===== config.mk =====
export PLATFORM = sky130hd
export DESIGN_NAME = ssoc_ctrl
export DESIGN_NICKNAME = d
export VERILOG_FILES = /design/src/rtl/core/ssoc_pkg.sv /design/src/rtl/core/ssoc_ctrl.sv
export SDC_FILE = /design/constraint.sdc
export NUM_CORES = 1
export LEC_CHECK = 0
export BUFFER_PORTS_ARGS = -buffer_cell sky130_fd_sc_hd__buf_2
export CELL_PAD_IN_SITES_DETAIL_PLACEMENT = 1
export CELL_PAD_IN_SITES_GLOBAL_PLACEMENT = 1
export CORE_AREA = 2 2 39 41
export CTS_CLUSTER_DIAMETER = 100
export DETAILED_ROUTE_END_ITERATION = 12
export DIE_AREA = 0 0 41 43
export GPL_TIMING_DRIVEN = 0
export PLACE_DENSITY_LB_ADDON = 0.1
export SYNTH_ARGS = -nofsm -noshare
export SYNTH_HDL_FRONTEND = slang
export SYNTH_SLANG_ARGS = --single-unit

===== constraint.sdc =====
create_clock -name clk -period 2 [get_ports clk]
set_clock_uncertainty 0.1 [all_clocks]
set_input_delay 0.3 -clock clk [delete_from_list [all_inputs] [get_ports clk]]
set_output_delay 0.3 -clock clk [all_outputs]
set_load 0.02 [all_outputs]

===== src/rtl/core/ssoc_pkg.sv =====
// Shared types and constants for the sorted set overlap counter.
package ssoc_pkg;

  localparam int DEF_LIST_CAPACITY = 1024;
  localparam int DEF_KEY_BITS      = 32;

  localparam int KEY_W      = 32;  // key field on the input channel
  localparam int COUNT_BITS = 11;
  localparam int FRAG_BITS  = 16;
  localparam int THIRD_BITS = 15;  // floor(65535 / 3) = 21845 fits

  localparam logic [COUNT_BITS-1:0] COUNT_MAX = {COUNT_BITS{1'b1}};

  // floor(x / 3) == (x * 43691) >> 17 for any 16-bit x
  localparam int              THIRD_SHIFT = 17;
  localparam int              THIRD_PROD_W = FRAG_BITS + THIRD_SHIFT;
  localparam logic [THIRD_PROD_W-1:0] THIRD_MUL = THIRD_PROD_W'(43691);

  typedef enum logic [1:0] {
    MODE_APPEND = 2'd0,
    MODE_BKEY   = 2'd1,
    MODE_END    = 2'd2,
    MODE_CLEAR  = 2'd3
  } mode_t;

  // controller -> datapath
  typedef struct packed {
    logic append;
    logic load_key;
    logic step;
    logic hit;
    logic emit;
    logic clear;
  } dp_cmd_t;

  // datapath -> controller
  typedef struct packed {
    logic cur_valid;
    logic a_less;
    logic a_equal;
    logic out_free;
  } dp_sts_t;

endpackage


===== src/rtl/core/ssoc_ctrl.sv =====
// Sequencing state machine: decodes beats and drives the merge walk.
module ssoc_ctrl (
  input  logic              clk,
  input  logic              rst_n,
  input  logic              in_valid,
  input  logic [1:0]        in_mode,
  output logic              in_ready,
  output ssoc_pkg::dp_cmd_t cmd,
  input  ssoc_pkg::dp_sts_t sts
);

  typedef enum logic [2:0] {
    ST_IDLE = 3'b001,
    ST_CMP  = 3'b010,
    ST_HOLD = 3'b100
  } state_t;

  state_t          state_r, state_nxt;
  ssoc_pkg::mode_t mode;

  assign mode     = ssoc_pkg::mode_t'(in_mode);
  assign in_ready = (state_r == ST_IDLE);

  always_comb begin
    state_nxt = state_r;
    cmd       = '0;
    case (state_r)
      ST_IDLE: begin
        if (in_valid) begin
          case (mode)
            ssoc_pkg::MODE_APPEND: cmd.append = 1'b1;
            ssoc_pkg::MODE_BKEY: begin
              cmd.load_key = 1'b1;
              if (sts.cur_valid) state_nxt = ST_CMP;
            end
            ssoc_pkg::MODE_END: begin
              if (sts.out_free) cmd.emit = 1'b1;
              else state_nxt = ST_HOLD;
            end
            ssoc_pkg::MODE_CLEAR: cmd.clear = 1'b1;
            default: ;
          endcase
        end
      end
      ST_CMP: begin
        // rd data is A[cursor]; keep skipping while A key < B key
        if (!sts.cur_valid) begin
          state_nxt = ST_IDLE;
        end else if (sts.a_less) begin
          cmd.step = 1'b1;
        end else begin
          cmd.hit   = sts.a_equal;
          state_nxt = ST_IDLE;
        end
      end
      ST_HOLD: begin
        if (sts.out_free) begin
          cmd.emit  = 1'b1;
          state_nxt = ST_IDLE;
        end
      end
      default: state_nxt = ST_IDLE;
    endcase
  end

  always_ff @(posedge clk) begin
    if (!rst_n) begin
      state_r <= ST_IDLE;
    end else begin
      state_r <= state_nxt;
    end
  end

endmodule


==> results.md <==
* Worst-path fanout max at 7
* CP Data Arrival Time at 1.41 ns
* Max reg flops at 3
* Residual DRC at 0
* Gr usage total at 0.106
* Vias per cell at 4.74
* Crit path capture type: output port
* Synthesized instance count at 31
* Most frequent cells in the layout: buf_2, nand3_1, nand2_1, clkbuf_4, dfxtp_1
* Hold WS at 0.278 ns
* Library cells used by synthesis at 22
* Max Clk Rate at 552 MHz
* Number of CTS-inserted buffers at 3
* Inserted Diodes at 0
* Largest net degree at the start of global routing at 8
* Fin nets at 60
* CTS max path bufs at 2
* Antenna Nets Post-Route at 0
* Htree depth at 1
* Post-Route WL at 799 um
* Synth Register Bits at 3
* Syn-to-layout area delta at 46.2%
* Sequential area share after synthesis at 0.229
* # hold bufs at CTS at 0
* Detailed placement HPWL at 677 um
* Max_slew headroom at 0.776
* Final Instance Area at 384 um^2
* Setup TNS at 0 ns
* # resized after CTS at 0
* Tmin final at 1.81 ns
* Vias in the first global route at 325
* Via count at 313
* Number of DRC markers in iteration 0 at 1
* First-pass GRT wire length at 1.32 mm
* Worst hold path class: primary input to register
* Final setup viols at 0
* Non-Filler Instances at 66
* Die W at 41 um
* Placer Congestion at 0.676
* Post-synthesis cell area at 263 um^2
* Syn nets at 40
* Initial antenna violation count at 0
* Core Footprint at 1380 um^2
* Yosys top cell area share at 0.229
* Power Dens Cells at 584 nW/um^2
* Slew @ Worst Pin at 0.331 ns
* Worst reg2reg path depth at 4
* Post-DR wirelength/cell at 12.1 um
* Port buffer count at 15
* Startpoint types: register
* Setup bufs post-CTS at 0
* Biggest register: state_r
* Clk sink count at 3
* Final Hold Vio Count at 0
* Worst Path Required at 1.60 ns
* Rows at 14
* Critical path class: register to output port
* Top post-synthesis cells by area: dfxtp_1, nor3b_4, nand3_1
* Skew-Pair Late Insertion Delay at 0.23 ns
* Cells after DPL at 62
* Static Leak at 0.000184 uW
* Syn Area/Cell at 8.48 um^2
* Tcrit/Tclk final at 0.906
* Die Y at 43 um
* Starting density of the core at 0.190
* Regs by FF count: state_r: 3 flops
* Max-slew violations at 0
* Peak supply drop at 0.155 mV
* Max-cap viol count at 0
* Placement Cell Area at 358 um^2
* CTS tree: built
* CTS root buf: clkbuf_4
* Area leader, netlist: dfxtp_1
* Hold depth at 3
* Outcome: finished clean
* IO Count at 16
* GRT Residual Overflow at 0
* Router iterations before antenna repair at 2
* CTS clk-pin slew, worst paths at 0.04 ns
* Warnings, synthesis at 0
* Die area at 1760 um^2
* Most common cell after layout, fill and taps aside: buf_2
* RSZ-0062 raised after global routing: no
* Fraction of layout cells with a size suffix above 1 at 0.460
* Fin util at 0.278
## cell families after synthesis
group	Yosys count	share of synthesized area
AOI/OAI and AO/OA	3	0.0810
buffers and inverters	2	0.0286
DFF	3	0.229
muxes	2	0.0952
and+or+nand+nor	21	0.567
## worst max-delay path, stage by stage (launching register included)
cell and delay [ns]:
dfxtp_1 0.43, nor3b_4 0.33, nand2_1 0.09, nor3_1 0.13
buf_2 0.19
## layout make-up
| cell class | count | area, um^2 |
|---|---|---|
| clock buffers | 4 | 26.3 |
| fillers | 190 | 1000 |
| flip-flops and latches | 3 | 60.1 |
| well taps | 16 | 20.0 |
| inverters | 2 | 7.51 |
| repair buffers | 15 | 75.1 |
| multi-input cells | 26 | 195 |
## power by group
group	total (uW)	internal, uW	switching, uW
combinational	53.3	24.6	28.7
sequential	66.4	62.4	4.03
clock	105	74.7	29.8
total	224	162	62.5
## per-stage QoR
step,setup WS (ns),power [uW]
3_3_place_gp,0.347,119
3_5_place_dp,0.331,121
6_report,0.187,224
2_1_floorplan,0.287,98.0
4_1_cts,0.166,229
5_1_grt,0.0454,239
## final timing paths
path / startpoint / endpoint / slack [ns]
setup / recovery: state_r[0] / cmd[5] / 0.19
hold / removal: rst_n / state_r[2] / 0.28
setup reg to reg: state_r[0] / state_r[0] / 0.36
hold reg to reg: state_r[2] / state_r[2] / 0.45
## routing by layer
layer | global-route usage | vias up | routed length (um)
met1 | 0.141 | 146 | 348
met3 | 0 | 0 | 51
met2 | 0.175 | 11 | 399
met5 | 0 | - | 0
li1 | - | 156 | -
met4 | 0.0400 | 0 | 0
## synthesized netlist by cell type
cell / n
nand4_1: 1
nor2_1: 2
nor4b_1: 1
nand3b_1: 1
o22ai_1: 1
o31ai_1: 2
or3_4: 1
nand2b_1: 1
and3b_1: 1
nor3_1: 1
and3b_2: 1
nor4bb_1: 1
mux2i_1: 1
dfxtp_1: 3
nand2_1: 3
nor3b_4: 1
and2_4: 1
nor4_1: 1
or4_1: 1
nand3_1: 3
inv_1: 2
mux2_4: 1
No activity file was read; power rests on OpenSTA's default activity.
